<file path="src/sv/rbsi_pkg.sv">
// ----------------------------------------------------------------------------
// rbsi_pkg
// Shared types and constants for the ray versus box slab test pipeline.
// ----------------------------------------------------------------------------
package rbsi_pkg;

  // Field and bus geometry.
  localparam int unsigned QW       = 32;
  localparam int unsigned N_AXES   = 3;
  localparam int unsigned N_LANES  = 2 * N_AXES;
  localparam int unsigned DIV_STG  = QW;
  localparam int unsigned IN_DW    = 12 * QW;
  localparam int unsigned OUT_DW   = 72;

  localparam logic signed [QW-1:0] Q_MIN = {1'b1, {(QW-1){1'b0}}};
  localparam logic signed [QW-1:0] Q_MAX = {1'b0, {(QW-1){1'b1}}};

  // One division request: |bound - origin| over |direction|.
  typedef struct packed {
    logic [QW:0]   an;
    logic [QW-1:0] ad;
    logic          neg;
    logic          ovf;
  } div_op_t;

  // One division result before saturation.
  typedef struct packed {
    logic [QW-1:0] q;
    logic          neg;
    logic          ovf;
  } div_res_t;

  // Per-axis flags for the zero direction case.
  typedef struct packed {
    logic dz;
    logic in_slab;
  } axis_flag_t;

endpackage

</file>
<file path="src/sv/rbsi_resolve.sv">
// ----------------------------------------------------------------------------
// rbsi_resolve
// Saturates the quotients, orders each slab, then narrows the interval over
// the three axes into the output register.
// ----------------------------------------------------------------------------
module rbsi_resolve import rbsi_pkg::*; (
  input  logic            clk,
  input  logic            rst_n,
  input  logic            adv,
  input  logic            in_valid,
  input  div_res_t        res [N_LANES],
  input  axis_flag_t      flag [N_AXES],
  output logic            valid_r,
  output logic            hit_r,
  output logic [QW-1:0]   t_near_r,
  output logic [QW-1:0]   t_far_r
);

  logic                 v1_r;
  logic signed [QW-1:0] s0_r [N_AXES], s0_nxt [N_AXES];
  logic signed [QW-1:0] s1_r [N_AXES], s1_nxt [N_AXES];
  logic                 am_r [N_AXES], am_nxt [N_AXES];
  logic                 hit_nxt;
  logic [QW-1:0]        t_near_nxt, t_far_nxt;

  // Saturate each quotient and order the two slab distances.
  always_comb begin
    logic signed [QW-1:0] t [2];
    for (int a = 0; a < N_AXES; a++) begin
      for (int s = 0; s < 2; s++) begin
        if (res[2*a+s].ovf || res[2*a+s].q[QW-1]) begin
          t[s] = res[2*a+s].neg ? Q_MIN : Q_MAX;
        end else begin
          t[s] = res[2*a+s].neg ? -$signed(res[2*a+s].q) : $signed(res[2*a+s].q);
        end
      end
      if (flag[a].dz) begin
        s0_nxt[a] = Q_MIN;
        s1_nxt[a] = Q_MAX;
        am_nxt[a] = !flag[a].in_slab;
      end else begin
        s0_nxt[a] = (t[0] > t[1]) ? t[1] : t[0];
        s1_nxt[a] = (t[0] > t[1]) ? t[0] : t[1];
        am_nxt[a] = 1'b0;
      end
    end
  end

  // Narrow the running interval axis by axis.
  always_comb begin
    logic signed [QW-1:0] lo, hi;
    logic                 miss;
    lo   = Q_MIN;
    hi   = Q_MAX;
    miss = 1'b0;
    for (int a = 0; a < N_AXES; a++) begin
      if (am_r[a] || (s0_r[a] > hi) || (lo > s1_r[a])) begin
        miss = 1'b1;
      end
      if (s0_r[a] > lo) begin
        lo = s0_r[a];
      end
      if (s1_r[a] < hi) begin
        hi = s1_r[a];
      end
    end
    hit_nxt    = !miss;
    t_near_nxt = miss ? '0 : lo;
    t_far_nxt  = miss ? '0 : hi;
  end

  always_ff @(posedge clk) begin
    if (!rst_n) begin
      v1_r    <= 1'b0;
      valid_r <= 1'b0;
    end else if (adv) begin
      v1_r    <= in_valid;
      valid_r <= v1_r;
    end
  end

  always_ff @(posedge clk) begin
    if (adv) begin
      s0_r     <= s0_nxt;
      s1_r     <= s1_nxt;
      am_r     <= am_nxt;
      hit_r    <= hit_nxt;
      t_near_r <= t_near_nxt;
      t_far_r  <= t_far_nxt;
    end
  end

endmodule
</file>
<file path="config.mk">
export PLATFORM = sky130hd
export DESIGN_NAME = rbsi_resolve
export DESIGN_NICKNAME = d
export VERILOG_FILES = /design/src/sv/rbsi_pkg.sv /design/src/sv/rbsi_resolve.sv
export SDC_FILE = /design/constraint.sdc
export NUM_CORES = 1
export LEC_CHECK = 0
export ABC_AREA = 1
export BUFFER_PORTS_ARGS = -buffer_cell sky130_fd_sc_hd__buf_2
export CAP_MARGIN = 20
export CELL_PAD_IN_SITES_DETAIL_PLACEMENT = 1
export CELL_PAD_IN_SITES_GLOBAL_PLACEMENT = 1
export CORE_ASPECT_RATIO = 0.7
export CORE_MARGIN = 4
export CORE_UTILIZATION = 45
export CTS_CLUSTER_SIZE = 14
export DETAILED_ROUTE_END_ITERATION = 10
export PLACE_DENSITY_LB_ADDON = 0.1
export SLEW_MARGIN = 10
export SYNTH_ARGS = -nofsm -noshare
export SYNTH_HDL_FRONTEND = slang
export SYNTH_SLANG_ARGS = --single-unit
</file>
<file path="constraint.sdc">
create_clock -name clk -period 6.7 [get_ports clk]
set_clock_uncertainty 0.1 [all_clocks]
set_input_delay 1.005 -clock clk [delete_from_list [all_inputs] [get_ports clk]]
set_output_delay 1.005 -clock clk [all_outputs]
set_load 0.005 [all_outputs]
</file>
Word-level counts from Yosys, hierarchy flattened
Index checks and enable logic that the tools add are counted.
{ "classes": {"addsub": 6, "n_lt_le_gt_ge": 15, "mux": 33, "n_reduce_logical": 16} }
{ "op_table": {"columns": ["op", "count"], "rows": [
  ["$mux W32", 30],
  ["$gt A32 B32 Y1", 9],
  ["$neg A32 Y32", 6],
  ["$gt A32 B32 Y1 const B", 2],
  ["$lt A32 B32 Y1", 2],
  ["$gt A32 B32 Y1 const A", 1],
  ["$lt A32 B32 Y1 const B", 1],
  ["$logic_or A1 B1 Y1", 12],
  ["$logic_not A1 Y1", 4],
  ["$mux W1", 3]
]} }
{ "word_totals": {"register_bits": 262, "input_bits": 214, "output_inout_bits": 66, "wordCells": 84} }

Depth between registers and ports, before layout
{ "logic_depth": {"word_depth": 9, "ltp_mapped": 35, "mapped_depth_nobuf": 32} }

Least setup slack after synthesis
OpenSTA, ideal clock, no wires.
{ "synth_path": {"path_type": "input to register", "startpoint": "input port res[36] (netlist bit)", "endpoint": "register s1_r[30] (netlist bit), data pin", "setup_time_ps": 275, "t_arrival_ps": 4634, "required_time_ps": 6325, "setup_slack_ps": 1690, "path_stages": 25, "cell_sequence": "inv_1 ha_1 inv_1 nor3_1 inv_1 nor3_1 nand4_1 nor4_1 inv_1 nor2_1 inv_1 o31ai_1 xnor2_1 inv_1 ha_1 nand4_1 or3_1 nor4_1 nand2_1 nand2_1 xnor2_1 nand2_1 clkbuf_1 clkbuf_1 o211ai_1"} }
{ "synth_between": {"elab_chain_len": 5} }
{ "synth_lines": {"columns": ["item", "line", "text"], "rows": [
  ["from (decl)", "rbsi_resolve.sv:11", "input div_res_t res [N_LANES],"],
  ["$neg A32 Y32", "rbsi_resolve.sv:34", "t[s] = res[2*a+s].neg ? -$signed(res[2*a+s].q) : $signed(res[2*a+s].q);"],
  ["$mux W32 *", "rbsi_resolve.sv:34", null],
  ["$mux W32 *", "rbsi_resolve.sv:31", "if (res[2*a+s].ovf || res[2*a+s].q[QW-1]) begin"],
  ["$gt A32 B32 Y1", "rbsi_resolve.sv:43", "s1_nxt[a] = (t[0] > t[1]) ? t[0] : t[1];"],
  ["$mux W32 *", "rbsi_resolve.sv:43", null],
  ["to (signal assigned)", "rbsi_resolve.sv:85", "s1_r <= s1_nxt;"],
  ["to (decl)", "rbsi_resolve.sv:21", "logic signed [QW-1:0] s1_r [N_AXES], s1_nxt [N_AXES];"]
]} }
Every way passes the cells marked *; elsewhere a longest branch is shown, timed or not.
A chain may end at the register's enable or synchronous reset.

Final worst setup path
{ "layout_path": {"startpoint": "register s1_r[55] (netlist bit)", "endpoint": "register t_far_r[4], data pin"} }
{ "layout_between": {"elab_chain_len": 6, "elab_cells_between_ends": 11, "classes_between": "order compare (4); mux (4); reduce/logical (3)"} }
{ "layout_lines": {"columns": ["item", "line", "text"], "rows": [
  ["$lt A32 B32 Y1", "rbsi_resolve.sv:63", "if (s1_r[a] < hi) begin"],
  ["$mux W32", "rbsi_resolve.sv:63", null],
  ["$gt A32 B32 Y1", "rbsi_resolve.sv:57", "if (am_r[a] || (s0_r[a] > hi) || (lo > s1_r[a])) begin"],
  ["$logic_or A1 B1 Y1 (2 in a row)", "rbsi_resolve.sv:57", null],
  ["$mux W1", "rbsi_resolve.sv:57", null],
  ["to (signal assigned)", "rbsi_resolve.sv:89", "t_far_r <= t_far_nxt;"],
  ["to (decl)", "rbsi_resolve.sv:16", "output logic [QW-1:0] t_far_r"]
]} }
Parallel ways exist; a longest one is shown, timed or not.

==> impl_metrics.yaml <==
worst_setup_path:
  critical_path.endpoint_type: "flip-flop"
  cp_slowest_cell: "sky130_fd_sc_hd__nor3_1"
  critical_path.max_fanout: 48
  category_of_the_worst_setup_path_launch_point: "flip-flop"
  worst_path_largest_cell_delay_ns: 0.62
  worst_ep_arrival_time_ns: 6.51
  path_class: "flip-flop to flip-flop"
  crit_path_frequent_cell: "sky130_fd_sc_hd__nand2_1"
  worst-endpoint-required_ns: 6.92
global_route:
  globalRouteTotalUtil_pct: 32.81
  antenna_found_initial: 10
  pin_count_of_the_biggest_net_entering_global_routing: 129
  first_global_vias: 26720
  overflow: 0
  grt_first_pass_wirelength_um: 160200
sta:
  final_critical_path_setup_slack_ns: 0.4098
  layout_min_cycle_time_ns: 6.290
  min_period_over_period_pct: 93.88
  worst_slew_margin_rel_pct: 20.95
  holdWs_ns: 0.3959
  finalSetupViolations: 0
  final-max-slew-violation-count: 0
  unrepaired_setup_endpoints_after_global_routing: "no"
  fmax_ghz: 0.1590
  worstMarginPinSlew_ns: 1.177
  total_negative_slack_for_setup_checks_ns: 0
  timing.final.hold_violations: 0
synth:
  synth_top_area_share_pct: 29.57
  synth_compound_gate_area_share_pct: 18.43
  synthMostInstantiatedCell: "sky130_fd_sc_hd__nand2_1"
  yosysWarnings: 0
  syn_avg_cell_area_um2: 7.489
  seq_area_frac_synth_pct: 29.73
  netlist.top_cell.by_area: "sky130_fd_sc_hd__edfxtp_1"
  synthAdderAreaFrac_pct: 16.87
  synth_edf_count: 260
  synthXorXnorAreaFrac_pct: 5.332
  yosys-mux-area-fraction_pct: 0
  mappedNetlistArea_um2: 26400
  synth_top_cells_by_area: "sky130_fd_sc_hd__edfxtp_1, sky130_fd_sc_hd__ha_1, sky130_fd_sc_hd__nand2_1"
  synth_flop_cell: "sky130_fd_sc_hd__edfxtp_1"
  dominant_combinational_cell_family_by_area_after_synthesis: "simple AND/OR/NAND/NOR gates"
  synth.distinct_cells: 52
  yosys_register_bits: 262
  synth_simple_gate_area_share_pct: 19.95
  synth-async-reset-ratio_pct: 0
  post_synth_most_frequent_cells: "sky130_fd_sc_hd__nand2_1, sky130_fd_sc_hd__inv_1, sky130_fd_sc_hd__nor2_1"
  syn_inst: 3525
  syn_nets: 4095
route:
  detail_route.first_pass.iterations: 5
  drtAntennaViolNets: 0
  wirelength_um: 106500
  vias_per_cell: 5.858
  wl_per_cell_um: 23.44
  route.detailed.drc: 0
  detail_route.iter0.violations: 2277
  total_via_count_after_detailed_routing: 26600
clock_network:
  clk_pin_slew_ns: 0.07
  tritoncts.num_buffers: 27
  cts-root-buf: "sky130_fd_sc_hd__clkbuf_16"
  cts_num_sinks: 262
  clock_tree_from_tritoncts: "done"
  cts-hold-fix-buffers: 0
  deepest_clock_path_buffer_count: 3
  htree_levels: 1
  latest_clock_arrival_within_the_worst_skew_pair_ns: 0.59
layout:
  fin_cells: 4541
  num_antenna_cells: 0
  relative_area_change_from_synthesis_to_final_layout_pct: 13.13
  core_occupancy_in_the_finished_layout_pct: 51.99
  drive_gt1_share_pct: 13.14
  nNetsFinal: 4341
  layout.cell_area.non_filler_um2: 29870
  fill_cells: 7284
pwr:
  design_power_total_mw: 7.752
  cellLeakagePower_nw: 14.00
  vdd_ir_drop_max_v: 0.0002019
  power_density_nw_per_um2: 259.5
placed_design:
  place_hpwl_um: 88970
  dpl-instance-area_um2: 28960
  dp_worst_setup_slack_ns: -0.2534
  gpl.final_weighted_congestion: 0.9655
  dpl.cell_count: 4486
  io_buffer_count: 279
flow_run:
  max_capacitance_violation_count: 0
status:
  status: "finished, final reports clean"
die:
  fp.dieArea_um2: 62670
  core_area_um2: 57450
  start_util_pct: 45.95
  floorplan.io_pins: 280
  dieHeight_um: 210.7
  row_count: 73
  die-width_um: 297.5
min_path:
  hold_class: "flip-flop to flip-flop"
-- cells in the final DEF, fill, tap and decap left out, drive strengths merged, types with 10 or more instances in the layout --
cell type / Yosys / routed
o211ai: 64 / 64
xor2: 104 / 104
nor3: 64 / 64
edfxtp: 260 / 260
o21a: 37 / 37
clkinv: 5 / 17
a31oi: 13 / 13
or2: 36 / 36
inv: 501 / 502
xnor2: 55 / 55
nor2: 390 / 390
ha: 356 / 356
nor4: 28 / 28
o31ai: 15 / 15
nand3: 114 / 114
buf: 19 / 385
nand2: 517 / 517
clkbuf: 150 / 34
nand3b: 10 / 10
a211oi: 56 / 56
o21ai: 306 / 306
nand4: 49 / 49
a21oi: 326 / 326
-- final cells by class --
cell class	instances	area, um^2	share of cell area [%]
Clock inverter	16	146.4	0.4901
Sequential cell	262	7848	26.27
Tap cell	750	938.4	3.142
Multi-Input combinational cell	2588	16030	53.67
Inverter	506	1899	6.359
Clock buffer	33	698.2	2.338
Timing Repair Buffer	386	2307	7.725
-- state kept, by name (all words and copies together), names as in the netlist --
signal and cells:
am_r 3, hit_r 1, s0_r 96, s1_r 96, t_far_r 32, t_near_r 32, v1_r 1, valid_r 1
-- logic make-up after synthesis --
family,Yosys count
adders and majority gates,356
buffers and inverters,675
and+or+nand+nor,1221
xor gates and xnor gates,159
AOI/OAI and AO/OA,852
DFF,262
-- critical path: cells and delay by family, from the launching register on --
family,cells,cell delay (ns)
AND/OR/NAND/NOR,13,2.39
AO/OA/AOI/OAI,7,1.43
adder cells (fa/ha/maj),2,0.71
buffers and inverters,5,0.67
flip-flops,1,0.48
XOR/XNOR,1,0.17
-- worst paths after layout --
check | from | end | slack, ns | cells after the start
setup / recovery | s1_r[55] | t_far_r[4] | 0.41 | 28
hold / removal | valid_r | valid_r | 0.40 | 2
setup reg to reg | s1_r[55] | t_far_r[4] | 0.41 | 28
hold reg to reg | valid_r | valid_r | 0.40 | 2
-- power breakdown --
| group | leakage, nW | internal (mW) | switching [mW] | total [mW] |
|---|---|---|---|---|
| sequential | 2.62 | 2.05 | 0.206 | 2.26 |
| clock | 0.418 | 0.822 | 0.707 | 1.53 |
| combinational | 11.0 | 1.36 | 2.60 | 3.97 |
| total | 14.0 | 4.24 | 3.52 | 7.75 |
-- timing repair --
item	CTS	global route
buffers inserted	0	4
cloned	0	0
resized for setup	1	3
pin swaps	0	1
setup endpoints to repair	31	63
-- metal layers --
metal | vias to the layer above | part of all wire (%) | track usage (%)
li1 | 12500 | - | -
met3 | 148 | 9.6 | 10.04
met4 | 16 | 1.8 | 5.428
met2 | 875 | 43 | 49.64
met5 | - | 0.097 | 0
met1 | 13060 | 46 | 47.04
No activity file was read; power rests on OpenSTA's default activity.
