<file path="src/sv/rbsi_pkg.sv">
// ----------------------------------------------------------------------------
// rbsi_pkg
// Shared types and constants for the ray versus box slab test pipeline.
// ----------------------------------------------------------------------------
package rbsi_pkg;

  // Field and bus geometry.
  localparam int unsigned QW       = 32;
  localparam int unsigned N_AXES   = 3;
  localparam int unsigned N_LANES  = 2 * N_AXES;
  localparam int unsigned DIV_STG  = QW;
  localparam int unsigned IN_DW    = 12 * QW;
  localparam int unsigned OUT_DW   = 72;

  localparam logic signed [QW-1:0] Q_MIN = {1'b1, {(QW-1){1'b0}}};
  localparam logic signed [QW-1:0] Q_MAX = {1'b0, {(QW-1){1'b1}}};

  // One division request: |bound - origin| over |direction|.
  typedef struct packed {
    logic [QW:0]   an;
    logic [QW-1:0] ad;
    logic          neg;
    logic          ovf;
  } div_op_t;

  // One division result before saturation.
  typedef struct packed {
    logic [QW-1:0] q;
    logic          neg;
    logic          ovf;
  } div_res_t;

  // Per-axis flags for the zero direction case.
  typedef struct packed {
    logic dz;
    logic in_slab;
  } axis_flag_t;

endpackage

</file>
<file path="src/sv/rbsi_prep.sv">
// ----------------------------------------------------------------------------
// rbsi_prep
// First stage: forms the exact slab differences, their magnitudes and signs,
// the early overflow check and the zero direction flags.
// ----------------------------------------------------------------------------
module rbsi_prep import rbsi_pkg::*; (
  input  logic                 clk,
  input  logic                 rst_n,
  input  logic                 adv,
  input  logic                 in_valid,
  input  logic [IN_DW-1:0]     in_word,
  output logic                 valid_r,
  output div_op_t              op_r [N_LANES],
  output axis_flag_t           flag_r [N_AXES]
);

  div_op_t    op_nxt [N_LANES];
  axis_flag_t flag_nxt [N_AXES];

  // Per axis: two differences, magnitudes, quotient sign and overflow test.
  always_comb begin
    logic signed [QW-1:0] o, d, bmin, bmax;
    logic signed [QW:0]   diff;
    logic [QW-1:0]        ad;
    for (int a = 0; a < N_AXES; a++) begin
      o    = in_word[a*QW +: QW];
      d    = in_word[(3+a)*QW +: QW];
      bmin = in_word[(6+a)*QW +: QW];
      bmax = in_word[(9+a)*QW +: QW];
      ad   = d[QW-1] ? QW'(-d) : QW'(d);
      flag_nxt[a].dz      = (d == '0);
      flag_nxt[a].in_slab = (o >= bmin) && (o <= bmax);
      for (int s = 0; s < 2; s++) begin
        diff = (s == 0) ? ({bmin[QW-1], bmin} - {o[QW-1], o})
                        : ({bmax[QW-1], bmax} - {o[QW-1], o});
        op_nxt[2*a+s].an  = diff[QW] ? (QW+1)'(-diff) : (QW+1)'(diff);
        op_nxt[2*a+s].ad  = ad;
        op_nxt[2*a+s].neg = diff[QW] ^ d[QW-1];
        // Quotient of 2^32 or more saturates regardless of the low bits.
        op_nxt[2*a+s].ovf = {15'b0, op_nxt[2*a+s].an} >= {ad, 16'b0};
      end
    end
  end

  always_ff @(posedge clk) begin
    if (!rst_n) begin
      valid_r <= 1'b0;
    end else if (adv) begin
      valid_r <= in_valid;
    end
  end

  always_ff @(posedge clk) begin
    if (adv) begin
      op_r   <= op_nxt;
      flag_r <= flag_nxt;
    end
  end

endmodule

</file>
<file path="config.mk">
export PLATFORM = sky130hd
export DESIGN_NAME = rbsi_prep
export DESIGN_NICKNAME = d
export VERILOG_FILES = /design/src/sv/rbsi_pkg.sv /design/src/sv/rbsi_prep.sv
export SDC_FILE = /design/constraint.sdc
export NUM_CORES = 1
export LEC_CHECK = 0
export BUFFER_PORTS_ARGS = -buffer_cell sky130_fd_sc_hd__buf_2
export CAP_MARGIN = 20
export CORE_AREA = 2 2 307 309
export DETAILED_ROUTE_END_ITERATION = 12
export DIE_AREA = 0 0 309 311
export PLACE_DENSITY_LB_ADDON = 0.08
export SYNTH_ARGS = -nofsm -noshare
export SYNTH_HDL_FRONTEND = slang
export SYNTH_SLANG_ARGS = --single-unit
</file>
<file path="constraint.sdc">
create_clock -name clk -period 6.6 [get_ports clk]
set_clock_uncertainty 0.1 [all_clocks]
set_input_delay 1.32 -clock clk [delete_from_list [all_inputs] [get_ports clk]]
set_output_delay 1.32 -clock clk [all_outputs]
set_load 0.005 [all_outputs]
</file>
After elaboration in Yosys (flattened, before gate mapping)
Cells that the tools add are included.

Register bits after elaboration: 313. Input bits: 388. Output and inout port bits: 409. Logic and storage cells: 76.

$add $sub $neg: 15. Magnitude comparators: 12. Mux-type cells: 9. Bitwise operators: 6. Reduce and logical (&&, ||, !) cells: 6.

Operators with widths (number): $ge 33x48->1 (6); $mux 33 (6); $neg 33->33 (6); $sub 32x32->33 (6); $ge 32x32->1 (3); $le 32x32->1 (3); $logic_not 32->1 (3); $mux 32 (3); $neg 32->32 (3); $xor 1x1->1 (6); $logic_and 1x1->1 (3).

Logic depth before layout (Yosys ltp)
Gate-level depths: netlist of the first run.

Word-level depth: 4. Mapped depth: 26. Mapped depth without buffers: 26.

Worst setup path after synthesis of the first run
OpenSTA, ideal clock, no wires.

Kind: input-to-reg. Start: in in_word[6]. End: reg op_r[268] (netlist bit), data pin. Library setup time: 146 ps. Data arrival time: 6435 ps. Data required time: 6354 ps. Slack: -81 ps. Stages on the path: 22. Buffers on the path: 1. Path through: inv_1 > ha_1 > clkbuf_1 > a211oi_1 > o21ai_0 > or3b_2 > a31oi_1 > mux2i_1 > or4_1 > nor4b_1 > a31oi_1 > a21oi_1 > xnor2_1 > ha_1 > nand4_1 > nor2_1 > nand2_1 > or4_1 > a2111oi_0 > nor4bb_1 > o31ai_1 > a21oi_1.

RTL lines: from (decl) (line rbsi_prep.sv:11) `input logic [IN_DW-1:0] in_word,`; to (signal assigned) (line rbsi_prep.sv:55) `op_r <= op_nxt;`; to (decl) (line rbsi_prep.sv:13) `output div_op_t op_r [N_LANES],`.

==> results.sh, run 1 <==
export IMPL_synthAdderAreaFrac=0.121
export IMPL_maxCapViolCount=0
export IMPL_path_max_fanout=3
export IMPL_rows=112
export IMPL_grt_ovfl_total=0
export IMPL_fin_crit_ns=6.40
export IMPL_ant_nets=0
export IMPL_area_growth_synth_to_final_pct=36.3
export IMPL_wl_met2_um=70100
export IMPL_report_power_total_uw=10300
export IMPL_core_mm2=0.0928
export IMPL_avgRoutedWirePerCell_um=22.2
export IMPL_internal_power_uw=6320
export IMPL_via_count=34941
export IMPL_irDropWorstVdd_mv=0.191
export IMPL_setup_worst_path_class="input port to register"
export IMPL_synth_xor_area_share=0.110
export IMPL_drive_above_1_share=0.336
export IMPL_outcome="complete, no violations"
export IMPL_clk_latency_ns=0.63
export IMPL_synthMuxAreaShare=0.00957
export IMPL_synth_area_mm2=0.0329
export IMPL_m1WireLength_um=61300
export IMPL_synth_seq_cells=313
export IMPL_drt_iter0_drc=2591
export IMPL_power_switching_uw=3970
export IMPL_grt_max_degree=99
export IMPL_clkTransAtPathRegs_ns=0.06
export IMPL_worstHoldPathType="register to register"
export IMPL_cellPowerDensity_mw_per_mm2=229
export IMPL_via_per_inst=5.35
export IMPL_dieHeight_um=311
export IMPL_fmax_mhz=156
export IMPL_period_share=0.969
export IMPL_cts_tree="built"
export IMPL_cts_htree_levels=2
export IMPL_avgSynthCellArea_um2=8.61
export IMPL_gp_congestion=0.948
export IMPL_min_path_cells=2
export IMPL_io_pins=797
export IMPL_fin_util=0.484
export IMPL_synthCells=3827
export IMPL_numCtsBuffers=42
export IMPL_hold_viol_final=0
export IMPL_clock_path_buffers=3
export IMPL_synth_compound_area_frac=0.218
export IMPL_finalSetupTns_ns=0
export IMPL_antenna_found_initial=16
export IMPL_power_frac_comb=0.499
export IMPL_worstPathArrival_ns=6.80
export IMPL_yosysSeqAreaShare=0.285
export IMPL_highest_layer="met5"
export IMPL_place_port_buffers=796
export IMPL_synth_cell_types=88
export IMPL_die_w_um=309
export IMPL_ff2ff_path_depth=2
export IMPL_setup_violations_final=0
export IMPL_cts_sink_count=313
export IMPL_clockPowerShare=0.221
export IMPL_synth_edf_count=312
export IMPL_die_area_mm2=0.0961
export IMPL_synth_top_family_by_area="compound AO/OA/AOI/OAI gates"
export IMPL_slew_viol_final=0
export IMPL_finalWirelength_um=145000
export IMPL_end_kind="register"
export IMPL_ys_async_sr_fraction=0
export IMPL_fillerInstances=9362
export IMPL_synth_flop_cell="edfxtp_1"
export IMPL_slew_headroom=0.404
export IMPL_met3_length_um=8200
export IMPL_worstMarginPinSlew_ns=0.894
export IMPL_netSwitchingFraction=0.386
export IMPL_initial_core_util=0.355
export IMPL_crit_path_start_kind="input port"
export IMPL_grt_pass1_vias=33788
export IMPL_synth_nets=4530
export IMPL_drc=0
export IMPL_root_buffer="clkbuf_16"
export IMPL_hpwl_um=124000
export IMPL_grt_pass1_wl_um=210000
export IMPL_grt_usage=0.290
export IMPL_synth_simple_gate_area_frac=0.193
export IMPL_firstDrtPassIters=7
export IMPL_rsz0062_at_grt="true"
export IMPL_area_sequential_mm2=0.00939
export IMPL_required_ns=7.00
export IMPL_yosys_warnings=0
export IMPL_multiInputGateArea_mm2=0.0217
export IMPL_total_leakage_power_uw=0.0206
export IMPL_seqPwrFrac=0.280
export IMPL_fin_nets=5945
[final timing paths]
check / from / endpoint / slack [ns]
setup / recovery: in_word[70] / op_r[67] / 0.20
setup reg to reg: valid_r / valid_r / 5.90
hold / removal: valid_r / valid_r / 0.43
hold reg to reg: valid_r / valid_r / 0.43
[logic make-up (layout without fill, tap and decap cells)]
kind of cell    after synthesis  in the layout
mux                          30             30
compound gates             1074           1074
flops                       313            313
other cells                   0              6
fa+ha+maj                   315            315
buf+inv                     459           1906
xor+xnor                    413            413
simple gates               1223           1223
[registers in the layout (all words and copies together), names as in the netlist]
register	count
valid_r	1
flag_r	6
op_r	306
[what timing repair did]
action	CTS	global route
pin swaps	2	12
buffers inserted	0	2
setup endpoints to repair	1	6
resized for setup	9	53
gates cloned	0	0
hold buffers	0	0
[final cells by class]
class | instances | area share
multi-input cells | 3055 | 0.484
repair buffers | 1589 | 0.222
flip-flops and latches | 313 | 0.209
well taps | 1254 | 0.0349
clock buffers | 51 | 0.0242
inverters | 241 | 0.0201
clock inverters | 25 | 0.00479
diodes | 6 | 0.000334
[layout by cell type (no fill, tap or decap), drive strengths merged, types with 49 or more instances in the layout]
master,instances
xor2,129
nor2b,49
nand4,64
o31ai,62
nand2,288
a21o,105
clkbuf,51
edfxtp,312
a31oi,63
inv,244
a21oi,275
nor3,97
nand3,105
o21ai,182
o21a,67
nor2,243
xnor2,284
nor4,51
buf,1589
ha,309
[worst max-delay path, stage by stage]
cell	delay (ns)
buf_2	0.07
inv_1	0.05
buf_4	0.13
ha_1	0.22
a211oi_1	0.27
o21bai_1	0.18
or3_1	0.37
buf_4	0.15
o2111a_1	0.28
nor3_1	0.22
nor3_1	0.12
nor4_2	0.31
nand2_1	0.11
or3_1	0.46
o41ai_2	0.34
xnor2_1	0.16
ha_1	0.34
nand3_1	0.12
nor3_4	0.27
o2111ai_4	0.22
a2111oi_4	0.38
nand4b_1	0.34
a21boi_1	0.24
o21a_1	0.12
[cells in the mapped netlist (all sizes together), types with 15 or more instances]
cell       n  area [um^2]
nor4      51          319
nor4b     18          164
mux2i     18          180
o21ai    182          911
nor2b     49          307
or4       31          251
o21a      67          503
clkbuf   111          417
o21bai    15          113
o211ai    42          315
nor3      97          485
or2       30          188
nand2    288         1080
o211a     17          170
a21boi    18          135
a21oi    275         1380
nor2     243          912
xor2     129         1130
a21o     105          788
a31oi     63          394
a211oi    29          218
and4      17          149
or3       42          269
buf      107          785
nand3    105          531
edfxtp   312         9370
and2      42          263
o31ai     62          475
nand2b    48          300
xnor2    284         2490
inv      241          905
o41ai     23          209
ha       309         3870
a2111oi   20          200
nand4     64          400
and3      46          288
[stage by stage]
stage	cells	worst slack (ns)	hold WS, ns	instance area (um^2)
after detailed placement	6449	-1.04	0.403	43300
after global routing	6532	-0.0728	0.470	44900
final	6534	0.204	0.432	44900
after floorplan	3827	0.0433	0.407	33000
after CTS	6525	0.0145	0.426	44600
after global placement	6448	-1.04	0.398	43300
[layer usage]
layer	vias up	GRT usage
met5	-	0
met4	8	0.111
met3	207	0.0420
met2	1050	0.498
met1	16618	0.363
li1	17058	-
[power groups by stage]
stage,Sequential [uW],Clock [uW],Combinational (uW)
after CTS,2880,2340,5080
after detailed placement,2910,0,5050
after floorplan,2880,0,2560
after global placement,2910,0,5060
final,2880,2270,5140
after global routing,2910,2390,5610
No activity file was read; power rests on OpenSTA's default activity.
==> run 2, diff against run 1 <==
Settings changed: SETUP_SLACK_MARGIN set to 0.4.
==> results.sh, run 2 (synthesis results as in run 1) <==
export IMPL_outcome="complete, no violations"
export IMPL_drt_iter0_drc=2443
export IMPL_die_w_um=309
export IMPL_hold_viol_final=0
export IMPL_cts_sink_count=313
export IMPL_maxCapViolCount=0
export IMPL_period_share=0.928
export IMPL_avgRoutedWirePerCell_um=22.5
export IMPL_placedCellCount=6376
export IMPL_final_cell_count_no_fill=6478
export IMPL_clkTransAtPathRegs_ns=0.06
export IMPL_gp_congestion=1.02
export IMPL_final_cell_mix="794 x buf_2, 738 x buf_4, 312 x edfxtp_1, 295 x ha_1, 285 x nand2_1"
export IMPL_antenna_found_initial=7
export IMPL_slew_headroom=0.415
export IMPL_clk_latency_ns=0.58
export IMPL_die_area_mm2=0.0961
export IMPL_r2r_end="valid_r"
export IMPL_r2r_start="valid_r"
export IMPL_drive_above_1_share=0.356
export IMPL_end_kind="register"
export IMPL_via_count=34671
export IMPL_cellPowerDensity_mw_per_mm2=229
export IMPL_cts_tree="built"
export IMPL_path_max_fanout=3
export IMPL_fmax_mhz=163
export IMPL_largest_reg_flops=306
export IMPL_clock_path_buffers=3
export IMPL_startpoint="in_word[80]"
export IMPL_cts_htree_levels=2
export IMPL_worstSetupEndpoint="op_r[67]"
export IMPL_ant_nets=0
export IMPL_drc=0
export IMPL_area_growth_synth_to_final_pct=38.1
export IMPL_dieHeight_um=311
export IMPL_rsz0062_at_grt="true"
export IMPL_holdBufCountCts=0
export IMPL_grt_ovfl_total=0
export IMPL_required_ns=6.97
export IMPL_crit_path_start_kind="input port"
export IMPL_top_register="op_r"
export IMPL_grt_max_degree=106
export IMPL_worstHoldPathType="register to register"
export IMPL_irDropWorstVdd_mv=0.216
export IMPL_fin_nets=5894
export IMPL_slew_viol_final=0
export IMPL_io_pins=797
export IMPL_grt_pass1_vias=33616
export IMPL_initial_core_util=0.355
export IMPL_grt_usage=0.290
export IMPL_setup_violations_final=0
export IMPL_via_per_inst=5.35
export IMPL_rows=112
export IMPL_reg_top3="op_r: 306 flops, flag_r: 6 flops, valid_r: 1 flops"
export IMPL_place_port_buffers=796
export IMPL_fin_crit_ns=6.13
export IMPL_worstPathArrival_ns=6.49
export IMPL_core_mm2=0.0928
export IMPL_ff2ff_path_depth=2
export IMPL_hpwl_um=125000
export IMPL_finalWirelength_um=146000
export IMPL_root_buffer="clkbuf_16"
export IMPL_worstMarginPinSlew_ns=0.878
export IMPL_r2r_setup_slack_ns=5.90
export IMPL_firstDrtPassIters=6
export IMPL_hold_ws_ns=0.421
export IMPL_setup_worst_path_class="input port to register"
export IMPL_numCtsBuffers=40
export IMPL_grt_pass1_wl_um=211000
export IMPL_layout_commonest_cell="buf_2"
export IMPL_total_leakage_power_uw=0.0206
## run 2: cell types whose count changed in the layout (fill, tap and decap cells not counted), sizes merged
cell      before   now
clkinvlp       1     4
buf         1589  1539
bufinv         2     3
clkbuf        51    48
diode          6     1
clkinv        19    18
inv          244   243
## run 2: what timing repair did
item | CTS | global route
buffers inserted | 3 | 24
resized for setup | 39 | 179
pin swaps | 13 | 76
setup endpoints to repair | 5 | 6
cloned | 0 | 0
## run 2: worst min path at each step
stage	startpoint	end	slack (ns)	depth (start not counted)
2_1_floorplan	valid_r	valid_r	0.41	2
5_1_grt	valid_r	valid_r	0.47	2
4_1_cts	valid_r	valid_r	0.43	2
3_3_place_gp	valid_r	valid_r	0.40	2
3_5_place_dp	valid_r	valid_r	0.42	2
6_report	valid_r	valid_r	0.42	2
## run 2: area by class of cell
class                      instances  area [um^2]
multi-input combinational       3055        22700
antenna                            1         2.50
sequential                       313         9390
fill                            9225        47300
tap                             1254         1570
clock buffer                      47         1030
inverter                         241          907
timing repair buffer            1540         9630
clock inverter                    27          262
## run 2: per-layer routing
metal	global-route usage	vias to the layer above	share of wire
met5	0	-	0.00016
met4	0.138	4	0.055
met3	0.0390	240	0.049
met2	0.504	1067	0.49
met1	0.350	16430	0.41
li1	-	16930	-
## run 2: power breakdown
group / switching [uW] / total, uW / leakage, uW / internal [uW]
clock: 945 / 2190 / 0.000619 / 1250
sequential: 175 / 2870 / 0.00306 / 2700
combinational: 2930 / 5370 / 0.0169 / 2440
total: 4050 / 10400 / 0.0206 / 6380
## run 2: stage by stage
step           setup WS, ns  utilization  power (uW)  cell area (um^2)  setup TNS, ns
5_1_grt               0.312        0.490       11100             45500              0
2_1_floorplan         0.350            -        5470             33200              0
3_5_place_dp          -1.19        0.463        8020             43000          -2.89
3_3_place_gp          -1.17        0.463        8040             43000          -2.65
4_1_cts               0.375        0.479       10300             44500              0
6_report              0.473        0.490       10400             45500              0
## run 2: worst max-delay path: stages
cell and delay [ns]:
buf_2 0.10, inv_1 0.16, buf_4 0.15, ha_1 0.23, a21o_1 0.20, a31oi_1 0.25
a21boi_1 0.43, nor2_1 0.15, xor2_2 0.21, nor4_2 0.34, buf_4 0.17, buf_4 0.10
or3b_4 0.40, o41ai_4 0.34, xnor2_2 0.17, ha_4 0.31, nand3_2 0.09, nor3_4 0.28
o2111ai_4 0.21, a2111oi_4 0.25, nand4b_1 0.29, a21boi_1 0.22, o21a_1 0.12
==> run 3, diff against run 2 <==
Settings changed: CTS_CLUSTER_DIAMETER set to 200, REMOVE_ABC_BUFFERS set to 1.
==> results.sh, run 3 (synthesis results as in run 1) <==
export IMPL_outcome="complete, no violations"
export IMPL_slew_headroom=0.292
export IMPL_worstMarginPinSlew_ns=1.04
export IMPL_slew_viol_final=0
export IMPL_clockPowerShare=0.213
export IMPL_r2r_start="valid_r"
export IMPL_clkTransAtPathRegs_ns=0.06
export IMPL_maxCapViolCount=0
export IMPL_netSwitchingFraction=0.383
export IMPL_r2r_end="valid_r"
export IMPL_drt_iter0_drc=2201
export IMPL_clk_latency_ns=0.61
export IMPL_finalWirelength_um=140000
export IMPL_dp_slack_ns=-0.700
export IMPL_io_pins=797
export IMPL_final_cell_mix="862 x buf_4, 795 x buf_2, 312 x edfxtp_1, 296 x ha_1, 282 x nand2_1"
export IMPL_rsz0062_at_grt="true"
export IMPL_worstHoldPathType="register to register"
export IMPL_required_ns=6.93
export IMPL_worstPathArrival_ns=6.41
export IMPL_busiest_layer="met2"
export IMPL_grt_max_degree=107
export IMPL_area_growth_synth_to_final_pct=40.6
export IMPL_via_count=35130
export IMPL_fmax_mhz=165
export IMPL_fin_nets=6017
export IMPL_largest_reg_flops=306
export IMPL_hold_viol_final=0
export IMPL_antenna_found_initial=25
export IMPL_end_kind="register"
export IMPL_initial_core_util=0.355
export IMPL_worstSetupEndpoint="op_r[335]"
export IMPL_cts_sink_count=313
export IMPL_grt_usage=0.278
export IMPL_grt_ovfl_total=0
export IMPL_cellPowerDensity_mw_per_mm2=226
export IMPL_startpoint="in_word[8]"
export IMPL_fin_crit_ns=6.08
export IMPL_root_buffer="clkbuf_16"
export IMPL_setup_worst_path_class="input port to register"
export IMPL_clock_path_buffers=3
export IMPL_grt_pass1_vias=33810
export IMPL_r2r_setup_slack_ns=5.90
export IMPL_irDropWorstVdd_mv=0.234
export IMPL_period_share=0.921
export IMPL_ant_nets=0
export IMPL_layout_commonest_cell="buf_4"
export IMPL_total_leakage_power_uw=0.0211
export IMPL_setup_violations_final=0
export IMPL_hpwl_um=118000
export IMPL_top_register="op_r"
export IMPL_drive_above_1_share=0.371
export IMPL_hold_ws_ns=0.421
export IMPL_internal_power_uw=6460
export IMPL_place_port_buffers=796
export IMPL_numCtsBuffers=41
export IMPL_cts_tree="built"
export IMPL_rows=112
export IMPL_die_w_um=309
export IMPL_power_frac_comb=0.513
export IMPL_worst_slack_ns=0.523
export IMPL_drc=0
export IMPL_dieHeight_um=311
export IMPL_crit_path_start_kind="input port"
export IMPL_use_met1=0.343
export IMPL_seqPwrFrac=0.274
export IMPL_met3_usage=0.0575
export IMPL_ff2ff_path_depth=2
export IMPL_die_area_mm2=0.0961
export IMPL_path_max_fanout=6
export IMPL_firstDrtPassIters=5
export IMPL_core_mm2=0.0928
export IMPL_gp_congestion=0.973
export IMPL_grtUsageMet2=0.478
export IMPL_fillerInstances=9218
export IMPL_reg_top3="op_r: 306 flops, flag_r: 6 flops, valid_r: 1 flops"
export IMPL_power_switching_uw=4010
export IMPL_avgRoutedWirePerCell_um=21.2
export IMPL_cts_htree_levels=2
export IMPL_fin_util=0.499
export IMPL_via_per_inst=5.31
export IMPL_grt_pass1_wl_um=204000
## run 3: how the worst min path moves through the flow
stage | start | to | slack [ns] | cells past startpoint
6_report | valid_r | valid_r | 0.42 | 2
3_5_place_dp | valid_r | valid_r | 0.40 | 2
2_1_floorplan | valid_r | valid_r | 0.41 | 2
4_1_cts | valid_r | valid_r | 0.42 | 2
3_3_place_gp | valid_r | valid_r | 0.39 | 2
5_1_grt | valid_r | valid_r | 0.46 | 2
## run 3: power groups by stage
stage	Combinational [uW]	Sequential, uW	Clock [uW]
after floorplan	2450	2890	0
after global placement	5100	2910	0
after detailed placement	5090	2900	0
after CTS	5160	2870	2290
after global routing	5860	2900	2360
final	5370	2870	2230
## run 3: final cells by class
cell class / instances / area (um^2) / area share
Multi-Input combinational cell: 3055 / 22600 / 0.488
Timing Repair Buffer: 1662 / 10500 / 0.227
Sequential cell: 313 / 9390 / 0.203
Tap cell: 1254 / 1570 / 0.0339
Clock buffer: 49 / 1060 / 0.0228
Inverter: 241 / 905 / 0.0195
Clock inverter: 26 / 233 / 0.00502
Antenna cell: 13 / 32.5 / 0.000702
## run 3: metrics by stage
| stage | area [um^2] | setup TNS [ns] | instances | total power, uW |
|---|---|---|---|---|
| 2_1_floorplan | 31700 | -0.0410 | 3609 | 5340 |
| 3_3_place_gp | 43600 | -2.36 | 6491 | 8000 |
| 3_5_place_dp | 43600 | -2.88 | 6491 | 7990 |
| 4_1_cts | 45100 | 0 | 6568 | 10300 |
| 5_1_grt | 46300 | 0 | 6604 | 11100 |
| 6_report | 46300 | 0 | 6613 | 10500 |
## run 3: worst max-delay path, cell delays in order
cell	delay (ns)
buf_2	0.08
inv_1	0.05
buf_4	0.14
ha_1	0.31
buf_4	0.17
nand2_1	0.09
buf_4	0.15
nor4_2	0.30
o31ai_2	0.14
nand3_1	0.17
a311oi_1	0.15
or4_4	0.57
or4_4	0.54
o31ai_2	0.26
buf_4	0.16
o21ai_0	0.10
xor2_1	0.19
ha_1	0.33
nand4_1	0.13
nor3_2	0.18
nand4_1	0.23
nor3_2	0.25
nand3_1	0.13
o32ai_2	0.27
## run 3: timing repair
item	in CTS	in global routing
endpoints found under the setup margin	6	6
resized for setup	37	218
hold buffers	0	0
pin swaps	7	104
setup buffers	2	32
## run 3: routing by layer
metal,share of wire,vias up
met3,0.070,187
met5,0.0011,-
met4,0.036,22
met1,0.41,16703
li1,-,17170
met2,0.48,1048
